$ cat config.mk
export PLATFORM = sky130hd
export DESIGN_NAME = dot_matrix_frame_buffer_top
export DESIGN_NICKNAME = d
export VERILOG_FILES = /design/src/design/dmfb_pkg.sv /design/src/design/dmfb_ctrl.sv /design/src/design/dmfb_datapath.sv /design/src/design/dot_matrix_frame_buffer_top.sv
export VERILOG_INCLUDE_DIRS = /design/src /design/src/design
export SDC_FILE = /design/constraint.sdc
export NUM_CORES = 1
export LEC_CHECK = 0
export BUFFER_PORTS_ARGS = -buffer_cell sky130_fd_sc_hd__buf_2
export CAP_MARGIN = 20
export CORE_MARGIN = 3
export CORE_UTILIZATION = 67
export CTS_CLUSTER_DIAMETER = 50
export CTS_CLUSTER_SIZE = 8
export DETAILED_ROUTE_END_ITERATION = 12
export GPL_ROUTABILITY_DRIVEN = 0
export GPL_TIMING_DRIVEN = 0
export PLACE_DENSITY = 0.86
export REMOVE_ABC_BUFFERS = 1
export SYNTH_ARGS = -nofsm -noshare
export SYNTH_HDL_FRONTEND = slang
export SYNTH_SLANG_ARGS = --single-unit
$ cat constraint.sdc
create_clock -name i_clk -period 5.75 [get_ports i_clk]
set_clock_uncertainty 0.1 [all_clocks]
set_input_delay 0 -clock i_clk [delete_from_list [all_inputs] [get_ports i_clk]]
set_output_delay 0 -clock i_clk [all_outputs]
set_load 0.02 [all_outputs]
$ cat src/design/dot_matrix_frame_buffer_top_defines.svh
// Assertion macros for the dot-matrix frame buffer.
// Included by the top level; no other dependencies.
`ifndef DOT_MATRIX_FRAME_BUFFER_TOP_DEFINES_SVH
`define DOT_MATRIX_FRAME_BUFFER_TOP_DEFINES_SVH
`ifndef ASSERT_OFF
`define DMFB_ASSERT(label, prop) \
    label: assert property (@(posedge i_clk) disable iff (!i_rst_n) prop) \
        else $error("dmfb assertion failed");
`define DMFB_ASSERT_NEXT(label, ante, cons) \
    label: assert property (@(posedge i_clk) disable iff (!i_rst_n) (ante) |=> (cons)) \
        else $error("dmfb sequencing assertion failed");
`else
`define DMFB_ASSERT(label, prop)
`define DMFB_ASSERT_NEXT(label, ante, cons)
`endif
`endif

$ cat src/design/dmfb_pkg.sv
// Shared types, constants and glyph tables of the dot-matrix frame buffer.
// No dependencies.
package dmfb_pkg;

    localparam int ROWS  = 10;
    localparam int COLS  = 7;
    localparam int ROW_W = 4;
    localparam int COL_W = 3;

    typedef logic [COLS-1:0]  t_row;
    typedef logic [ROW_W-1:0] t_row_idx;
    typedef logic [COL_W-1:0] t_col_idx;

    localparam t_row ROW_MASK = '1;
    localparam t_row LEFT_BIT = t_row'(1) << (COLS - 1);

    localparam t_row GLYPH_ONE [ROWS] = '{
        7'h0c, 7'h1c, 7'h1c, 7'h0c, 7'h0c, 7'h0c, 7'h0c, 7'h0c, 7'h0c, 7'h1e
    };
    localparam t_row GLYPH_A [ROWS] = '{
        7'h1c, 7'h36, 7'h63, 7'h63, 7'h63, 7'h7f, 7'h7f, 7'h63, 7'h63, 7'h63
    };

    typedef enum logic [2:0] {
        K_CLEAR    = 3'd0,
        K_LOAD_ONE = 3'd1,
        K_LOAD_A   = 3'd2,
        K_SET      = 3'd3,
        K_INVERT   = 3'd4,
        K_PRINT    = 3'd5,
        K_BLINK    = 3'd6,
        K_NONE     = 3'd7
    } t_kind;

    typedef enum logic [1:0] {
        S_IDLE,
        S_APPLY,
        S_STREAM
    } t_state;

    typedef struct packed {
        logic latch;
        logic apply;
        logic emit;
    } t_dp_cmd;

    typedef struct packed {
        logic last_row;
        logic out_free;
    } t_dp_stat;

endpackage

$ cat src/design/dmfb_ctrl.sv
// Command sequencer of the dot-matrix frame buffer: accept, apply, stream rows.
// Depends on dmfb_pkg.
module dmfb_ctrl (
    input  logic              i_clk,
    input  logic              i_rst_n,
    input  logic              i_req_valid,
    input  dmfb_pkg::t_kind   i_req_kind,
    output logic              o_req_ready,
    input  dmfb_pkg::t_dp_stat i_stat,
    output dmfb_pkg::t_dp_cmd o_cmd
);
    import dmfb_pkg::*;

    t_state r_state;
    t_state n_state;

    always_ff @(posedge i_clk) begin
        if (!i_rst_n) begin
            r_state <= S_IDLE;
        end else begin
            r_state <= n_state;
        end
    end

    always_comb begin
        n_state     = r_state;
        o_req_ready = 1'b0;
        o_cmd       = '0;
        unique case (r_state)
            S_IDLE: begin
                o_req_ready = 1'b1;
                if (i_req_valid && (i_req_kind != K_NONE)) begin
                    o_cmd.latch = 1'b1;
                    n_state     = S_APPLY;
                end
            end
            S_APPLY: begin
                o_cmd.apply = 1'b1;
                n_state     = S_STREAM;
            end
            S_STREAM: begin
                if (i_stat.out_free) begin
                    o_cmd.emit = 1'b1;
                    if (i_stat.last_row) begin
                        n_state = S_IDLE;
                    end
                end
            end
            default: begin
                n_state = S_IDLE;
            end
        endcase
    end

endmodule

$ cat src/design/dmfb_datapath.sv
// Frame store, blink phase, row counter and output register of the frame buffer.
// Depends on dmfb_pkg.
module dmfb_datapath (
    input  logic                i_clk,
    input  logic                i_rst_n,
    input  dmfb_pkg::t_dp_cmd   i_cmd,
    output dmfb_pkg::t_dp_stat  o_stat,
    input  dmfb_pkg::t_kind     i_kind,
    input  dmfb_pkg::t_row_idx  i_row_sel,
    input  dmfb_pkg::t_col_idx  i_col_sel,
    output logic                o_out_valid,
    input  logic                i_out_ready,
    output dmfb_pkg::t_row_idx  o_row_index,
    output dmfb_pkg::t_row      o_row_bits,
    output logic                o_last_row
);
    import dmfb_pkg::*;

    t_row     r_frame [ROWS];
    logic     r_blink_phase;
    logic     r_out_valid;
    t_row_idx r_cnt;
    t_kind    r_kind;
    t_row_idx r_row;
    t_col_idx r_col;
    t_row_idx r_tog_row;
    t_row     r_tog_bits;
    t_row_idx r_out_index;
    t_row     r_out_bits;
    logic     r_out_last;

    logic pix_valid;
    t_row pix_bit;
    t_row n_bits;
    logic last_cnt;

    assign pix_valid = (r_row < t_row_idx'(ROWS)) && ({1'b0, r_col} < (COL_W + 1)'(COLS));
    assign pix_bit   = (LEFT_BIT >> r_col) & ROW_MASK;
    assign last_cnt  = (r_cnt == t_row_idx'(ROWS - 1));
    assign n_bits    = r_frame[r_cnt] ^ ((r_cnt == r_tog_row) ? r_tog_bits : '0);

    assign o_stat.last_row = last_cnt;
    assign o_stat.out_free = !r_out_valid || i_out_ready;

    always_ff @(posedge i_clk) begin
        if (!i_rst_n) begin
            for (int r = 0; r < ROWS; r++) begin
                r_frame[r] <= '0;
            end
            r_blink_phase <= 1'b0;
            r_out_valid   <= 1'b0;
            r_cnt         <= '0;
        end else begin
            if (i_cmd.apply) begin
                r_cnt <= '0;
                unique case (r_kind)
                    K_CLEAR: begin
                        for (int r = 0; r < ROWS; r++) begin
                            r_frame[r] <= '0;
                        end
                    end
                    K_LOAD_ONE: begin
                        for (int r = 0; r < ROWS; r++) begin
                            r_frame[r] <= GLYPH_ONE[r] & ROW_MASK;
                        end
                    end
                    K_LOAD_A: begin
                        for (int r = 0; r < ROWS; r++) begin
                            r_frame[r] <= GLYPH_A[r] & ROW_MASK;
                        end
                    end
                    K_SET: begin
                        if (pix_valid) begin
                            r_frame[r_row] <= r_frame[r_row] | pix_bit;
                        end
                    end
                    K_INVERT: begin
                        for (int r = 0; r < ROWS; r++) begin
                            r_frame[r] <= r_frame[r] ^ ROW_MASK;
                        end
                    end
                    K_BLINK: begin
                        r_blink_phase <= !r_blink_phase;
                    end
                    default: begin
                    end
                endcase
            end else if (i_cmd.emit) begin
                r_cnt <= r_cnt + t_row_idx'(1);
            end

            if (i_cmd.emit) begin
                r_out_valid <= 1'b1;
            end else if (i_out_ready) begin
                r_out_valid <= 1'b0;
            end
        end
    end

    always_ff @(posedge i_clk) begin
        if (i_cmd.latch) begin
            r_kind <= i_kind;
            r_row  <= i_row_sel;
            r_col  <= i_col_sel;
        end
        if (i_cmd.apply) begin
            r_tog_row  <= r_row;
            r_tog_bits <= ((r_kind == K_BLINK) && r_blink_phase && pix_valid) ? pix_bit : '0;
        end
        if (i_cmd.emit) begin
            r_out_index <= r_cnt;
            r_out_bits  <= n_bits;
            r_out_last  <= last_cnt;
        end
    end

    assign o_out_valid = r_out_valid;
    assign o_row_index = r_out_index;
    assign o_row_bits  = r_out_bits;
    assign o_last_row  = r_out_last;

endmodule

$ cat src/design/dot_matrix_frame_buffer_top.sv
// Top level of the 10-row by 7-column dot-matrix frame buffer.
// Depends on dmfb_pkg, dmfb_ctrl, dmfb_datapath and the assertion macro header.
//
// Usage:
//   Requests enter on the s_axis channel: tuser carries the command kind,
//   tdata carries the pixel row and column for set and blink.
//   Each recognized command streams all 10 frame rows on m_axis, row 0
//   first; tdata carries row index and row bits, tlast marks row 9.
//   Kind 7 is accepted and produces nothing.
//   After a request is latched, the apply state runs; then the first row
//   enters the output register, and streaming sends one row per cycle
//   unless m_axis_tready stalls; no new request is taken meanwhile.
//   s_axis_tready is high only while no command is in progress; it rises
//   again as the last row enters the output register.
//   Reset (synchronous, active low) clears the frame to zeros, the blink
//   phase to zero and drops any pending output.
//   A stall on m_axis_tready holds the current row and pauses streaming.
`include "dot_matrix_frame_buffer_top_defines.svh"
module dot_matrix_frame_buffer_top (
    input  logic        i_clk,
    input  logic        i_rst_n,
    input  logic        s_axis_tvalid,
    output logic        s_axis_tready,
    input  logic [7:0]  s_axis_tdata,   // [3:0] row_sel, [6:4] col_sel, [7] zero
    input  logic [2:0]  s_axis_tuser,   // [2:0] kind
    output logic        m_axis_tvalid,
    input  logic        m_axis_tready,
    output logic [15:0] m_axis_tdata,   // [3:0] row_index, [10:4] row_bits, [15:11] zero
    output logic        m_axis_tlast    // last_row
);
    import dmfb_pkg::*;

    t_dp_cmd  dp_cmd;
    t_dp_stat dp_stat;
    t_kind    req_kind;
    t_row_idx out_index;
    t_row     out_bits;

    assign req_kind = t_kind'(s_axis_tuser);

    dmfb_ctrl u_ctrl (
        .i_clk       (i_clk),
        .i_rst_n     (i_rst_n),
        .i_req_valid (s_axis_tvalid),
        .i_req_kind  (req_kind),
        .o_req_ready (s_axis_tready),
        .i_stat      (dp_stat),
        .o_cmd       (dp_cmd)
    );

    dmfb_datapath u_dp (
        .i_clk       (i_clk),
        .i_rst_n     (i_rst_n),
        .i_cmd       (dp_cmd),
        .o_stat      (dp_stat),
        .i_kind      (req_kind),
        .i_row_sel   (s_axis_tdata[3:0]),
        .i_col_sel   (s_axis_tdata[6:4]),
        .o_out_valid (m_axis_tvalid),
        .i_out_ready (m_axis_tready),
        .o_row_index (out_index),
        .o_row_bits  (out_bits),
        .o_last_row  (m_axis_tlast)
    );

    assign m_axis_tdata = {5'd0, out_bits, out_index};

    `DMFB_ASSERT(a_emit_free, dp_cmd.emit |-> dp_stat.out_free)
    `DMFB_ASSERT_NEXT(a_latch_apply, dp_cmd.latch, dp_cmd.apply)
    `DMFB_ASSERT_NEXT(a_apply_busy, dp_cmd.apply, !s_axis_tready)
    `DMFB_ASSERT(a_last_index, m_axis_tvalid && m_axis_tlast |-> m_axis_tdata[3:0] == 4'd9)

endmodule
== Word-level counts from Yosys, hierarchy flattened ==
Memories as Yosys holds them, arrays and structs flattened. A register that Yosys moved wholly into a read port is not among the register bits.
Index checks and enable logic that the tools add are counted.
Word-level totals
  register bits after elaboration: 41
  memory bits (writable): 70
  output and inout bits: 19
  memories: 1
Cells by class
  shift-type cells: 1
  bitwise logic cells: 53
  add/sub/neg operators: 1
  magnitude comparators: 2
  equality and inequality tests: 13
  reductions and logical operators: 14
  muxes and demuxes: 81
Memories
  u_dp.r_frame: depth 10, bits a word 7, rd ports 12, clocked after memory_dff 2, wr ports 10, line dmfb_datapath.sv:19  | t_row r_frame [ROWS];
Operators by type and width (count)
  7-bit two-way mux: 42
  7-bit inverter: 10
  1-bit OR: 40
  1-bit two-way mux: 31
  4-bit two-way mux: 4
  7-bit OR: 1
  7-bit OR reduction: 1
  7-bit by 3-bit >> shifter with 7-bit output, first input constant: 1
  7-bit XOR: 1
  3-bit by 2-bit == test with 1-bit output, second input constant: 2
  3-bit == test, second input constant: 2
  2-bit two-way mux: 3
  2-bit case mux with 3 select lines: 1
  4-bit by 1-bit adder with 4-bit output, second input constant: 1
  4-bit == test: 1
  4-bit == test, second input constant: 1
  1-bit logical AND: 4
  4-bit < comparator, second input constant: 1
  2-bit by 1-bit != test with 1-bit output, second input constant: 2
  3-bit by 1-bit == test with 1-bit output, second input constant: 1
  3-bit logical NOT: 1
  3-bit < comparator, second input constant: 1
  3-bit != test, second input constant: 1
  3-bit AND reduction: 1
  10 further kinds: 11

== Longest topological paths before layout ==
  depth in word-level cells: 10
  depth in mapped cells: 8
  depth with buffers taken out: 5

== By module ==
From an unflattened synthesis, not the netlist that was laid out.
Second synthesis, totals
  cell total of the unflattened synthesis: 585
  area, all modules: 8262.9 sq um
Modules (own cells, without submodules)
  dmfb_datapath: sequential area each 4634.4 sq um, times used 1, area each 8125.3 sq um, cells an instance 567
  dmfb_ctrl: sequential area each 40.0 sq um, times used 1, area each 96.3 sq um, cells an instance 12
  dot_matrix_frame_buffer_top: sequential area each 0.0 sq um, times used 1, area each 41.3 sq um, cells an instance 6

== Worst setup path after synthesis ==
OpenSTA, ideal clock, no wires.
  path kind: register to register
  start point: reg with a tool-made name
  end point: mem u_dp.r_frame[3][6] (netlist bit) (data pin)
  cell stages (with the launch flop): 8
  arrival time: 1812 ps
  path slack: 3563 ps
  buffers on the path: 3
  cell sequence: dfxtp_1 > buf_6 > buf_12 > mux4_2 > or2_1 > a311oi_2 > buf_6 > o221ai_1
RTL lines (line)
  to (decl): dmfb_datapath.sv:19

==> impl_summary.log <==
[metrics] classification of the worst setup path: reg -> reg
[metrics] Die ar.: 0.0135 sq mm
[metrics] post-route setup TNS: 0 ns
[metrics] internal reg-to-reg setup slack: 2.34 ns
[metrics] maximum number of pins on one net before global-route repair: 50
[metrics] CP Data Arrival Time: 3.37 ns
[metrics] total power per unit cell area: 329 mW/mm^2
[metrics] area occupied by multi-input gates: 0.00330 sq mm
[metrics] Post-synth top flop: sky130_fd_sc_hd__edfxtp_1
[metrics] post-synth design cell area: 0.00815 sq mm
[metrics] count of buffers added by post-CTS timing repair for setup: 0
[metrics] area of the core: 0.0117 sq mm
[metrics] Vias: 5726
[metrics] number of antenna violations at the first check in global routing: 0
[metrics] CTS Buffer Depth: 2
[metrics] total number of clock tree sinks: 161
[metrics] CP Launch Point: u_dp.r_col[0]
[metrics] global-route wire length before repair: 31900 microns
[metrics] total global-route track usage: 33.0%
[metrics] Tightest Hold Check Type: in -> reg
[metrics] number of global-route vias before repair: 5524
[metrics] VDD IR-drop max: 245 uV
[metrics] count of placed standard cells in the final layout, fillers left out: 763
[metrics] Post-synth ARST share: 0%
[metrics] final worst slack: 2.34 ns
[metrics] average size of a mapped cell: 15.1 sq um
[metrics] ports placed on the boundary: 34
[metrics] clock tree from TritonCTS: built
[metrics] Starting Density: 69.9%
[metrics] horizontal die dimension: 116 microns
[metrics] type of element launching the critical path: register
[metrics] Int Power: 2.21 mW
[metrics] cell leakage power: 3.40 nW
[metrics] total net switching power: 0.785 mW
[metrics] endpoint of the most critical setup path: u_dp.r_frame[9][6]
[metrics] fin crit share: 59.4%
[metrics] clock latency on the worst-skew pair: 0.44 ns
[metrics] Sequential cell area: 0.00468 sq mm
[metrics] Req. time, crit path: 5.71 ns
[metrics] detailed placement HPWL: 13100 microns
[metrics] unrepaired setup endpoints after global routing: false
[metrics] Final nets: 624
[metrics] proportion of power drawn by the clock network: 37.2%
[metrics] detailed-route wire length: 21100 microns
[metrics] vertical extent of the die: 116 microns
[metrics] final count of negative-setup-slack endpoints: 0
[metrics] Post-CTS Resized: 0
[metrics] cell depth of the worst flop-to-flop path: 4
[metrics] end of the worst register-to-register path: u_dp.r_frame[9][6]
[metrics] type of element capturing the critical path: register
[metrics] max cap viols: 0
[metrics] fillcell total: 616
[metrics] remaining routing DRC violations: 0
[metrics] time the worst path needs with I/O delays and setup: 3.41 ns
[metrics] register area share after synthesis: 57.4%
[metrics] worst setup slack after placement: 2.23 ns
[metrics] total number of yosys warnings: 0
[metrics] Peak Freq: 0.293 GHz
[metrics] clock transition at the register clock pins on the worst setup and hold paths after CTS: 0.07 ns
[metrics] measured slew at the worst slew-check pin: 1.14 ns
[metrics] number of port buffers: 27
[metrics] number of enable-type register cells in the synthesized netlist: 145
[metrics] share of layout cells above drive strength 1: 19.8%
[metrics] number of placed instances with taps included: 714
[metrics] number of hold buffers added after CTS: 13
[metrics] drt first-iter violations: 969
[metrics] number of buffers inserted during clock tree synthesis: 17
[metrics] DRT antenna net count: 0
[metrics] Congestion Overflow GR: 0
[metrics] critical path peak fanout: 10
[metrics] flops & latches, synth: 161
[metrics] power share of the combinational group: 13.2%
[metrics] status: finished clean
[metrics] gate count after technology mapping: 540
[metrics] floorplan row count: 39
[metrics] total iterations of the first detailed-routing run: 9
[metrics] wire length per cell: 27.6 microns
[metrics] Final Slew Violations: 0
[metrics] post-synthesis cell type count: 59
[metrics] synthesis-to-layout area growth: 12.0%
[metrics] ANT cells: 0
[metrics] total number of H-tree levels: 4
[metrics] buffer cell driving the clock tree root: sky130_fd_sc_hd__clkbuf_16
[metrics] Sequential Power Share: 49.6%
[metrics] switching power share of the total: 26.2%
[metrics] startpoint of the most critical register-to-register path: u_dp.r_col[0]
[metrics] Slew HR: 24.1%
[metrics] final hold violation count: 0
[metrics] mean number of vias per cell: 7.50
## power groups by stage
stage               Combinational (mW)  Clock (mW)  Sequential, mW
finish                           0.395        1.12            1.49
global route                     0.417        1.15            1.50
CTS                              0.374        1.10            1.49
detailed placement               0.363           0            1.51
global placement                 0.330           0            1.52
floorplan                        0.248           0            1.49
## critical path: stages, from the launching register on
cell                       delay, ns
sky130_fd_sc_hd__edfxtp_1       0.51
sky130_fd_sc_hd__and3_1         0.28
sky130_fd_sc_hd__nor4b_4        0.52
sky130_fd_sc_hd__nand4b_1       0.79
sky130_fd_sc_hd__nand2_1        0.83
## through the flow
stage          utilization (%)  hold slack (ns)  area (sq um)  power (mW)
2_1_floorplan                -         -0.00113          8020        1.74
3_3_place_gp              71.4           0.0797          8330        1.85
3_5_place_dp              71.8           0.0835          8380        1.87
4_1_cts                   78.0            0.189          9090        2.97
5_1_grt                   78.2            0.206          9130        3.07
6_report                  78.2            0.191          9130        3.00
## registers in the layout, indices dropped and copies added, names as in the netlist, named ones only
register and flops:
u_ctrl.r_state 2, u_dp.r_cnt 4, u_dp.r_blink_phase 1, u_dp.o_last_row 1, u_dp.o_row_index 4, u_dp.r_row 4
u_dp.r_tog_bits 7, u_dp.r_frame 112, u_dp.r_col 3, u_dp.r_kind 3, u_dp.o_row_bits 7, u_dp.o_out_valid 1
u_dp.r_tog_row 4
## worst min path at each step
stage               startpoint             to  depth (start not counted)
2_1_floorplan  s_axis_tdata[4]  u_dp.r_col[0]                          0
3_3_place_gp   s_axis_tdata[4]  u_dp.r_col[0]                          1
3_5_place_dp   s_axis_tdata[5]  u_dp.r_col[1]                          1
4_1_cts        s_axis_tdata[5]  u_dp.r_col[1]                          2
5_1_grt        s_axis_tdata[4]  u_dp.r_col[0]                          2
6_report       s_axis_tdata[6]  u_dp.r_col[2]                          2
## area by class of cell
cell class,count,area share (%)
clock buffers,20,5.25
clock inverters,12,1.14
inverters,13,0.535
multi-input cells,368,36.1
flip-flops and latches,161,51.3
well taps,143,1.96
repair buffers,46,3.70
## Yosys cell counts, types with 12 or more instances
master	count	share of area [%]
sky130_fd_sc_hd__mux2i_1	14	1.7
sky130_fd_sc_hd__a221oi_1	12	1.3
sky130_fd_sc_hd__o21ai_0	19	1.2
sky130_fd_sc_hd__o221ai_1	35	3.8
sky130_fd_sc_hd__nor2_1	26	1.2
sky130_fd_sc_hd__a22o_1	22	2.4
sky130_fd_sc_hd__a21o_1	12	1.1
sky130_fd_sc_hd__xor2_1	13	1.4
sky130_fd_sc_hd__nand2_1	23	1.1
sky130_fd_sc_hd__edfxtp_1	145	53
sky130_fd_sc_hd__dfxtp_1	16	3.9
sky130_fd_sc_hd__mux4_2	37	10
sky130_fd_sc_hd__clkbuf_1	14	0.64
sky130_fd_sc_hd__inv_1	13	0.60
sky130_fd_sc_hd__mux4_1	12	3.9
sky130_fd_sc_hd__nand3_1	12	0.74
## kinds of logic after synthesis
| logic type | after synthesis | synth area share [%] |
|---|---|---|
| flops | 161 | 57.4 |
| compound gates | 132 | 13.1 |
| simple gates | 104 | 6.77 |
| mux | 67 | 16.4 |
| buf+inv | 57 | 4.35 |
| xor+xnor | 15 | 1.61 |
| fa+ha+maj | 3 | 0.430 |
| other cells | 1 | 0.0460 |
## routing by layer
metal / global-route usage (%) / vias up / part of all wire [%]
met2: 50.3 / 526 / 47
met4: 19.6 / 0 / 6.0
li1: - / 2327 / -
met5: 0 / - / 0
met3: 10.7 / 114 / 13
met1: 41.7 / 2759 / 34
## cells in the final DEF (no fill, tap or decap), types with 18 or more instances in the layout
master                      netlist  layout
sky130_fd_sc_hd__a22o_1          22      22
sky130_fd_sc_hd__buf_2            9      28
sky130_fd_sc_hd__clkbuf_16        0      19
sky130_fd_sc_hd__conb_1           1      47
sky130_fd_sc_hd__edfxtp_1       145     145
sky130_fd_sc_hd__mux4_2          37      37
sky130_fd_sc_hd__nand2_1         23      22
sky130_fd_sc_hd__nor2_1          26      26
sky130_fd_sc_hd__o21ai_0         19      18
sky130_fd_sc_hd__o221ai_1        35      35
(Power assumes the default switching activity.)
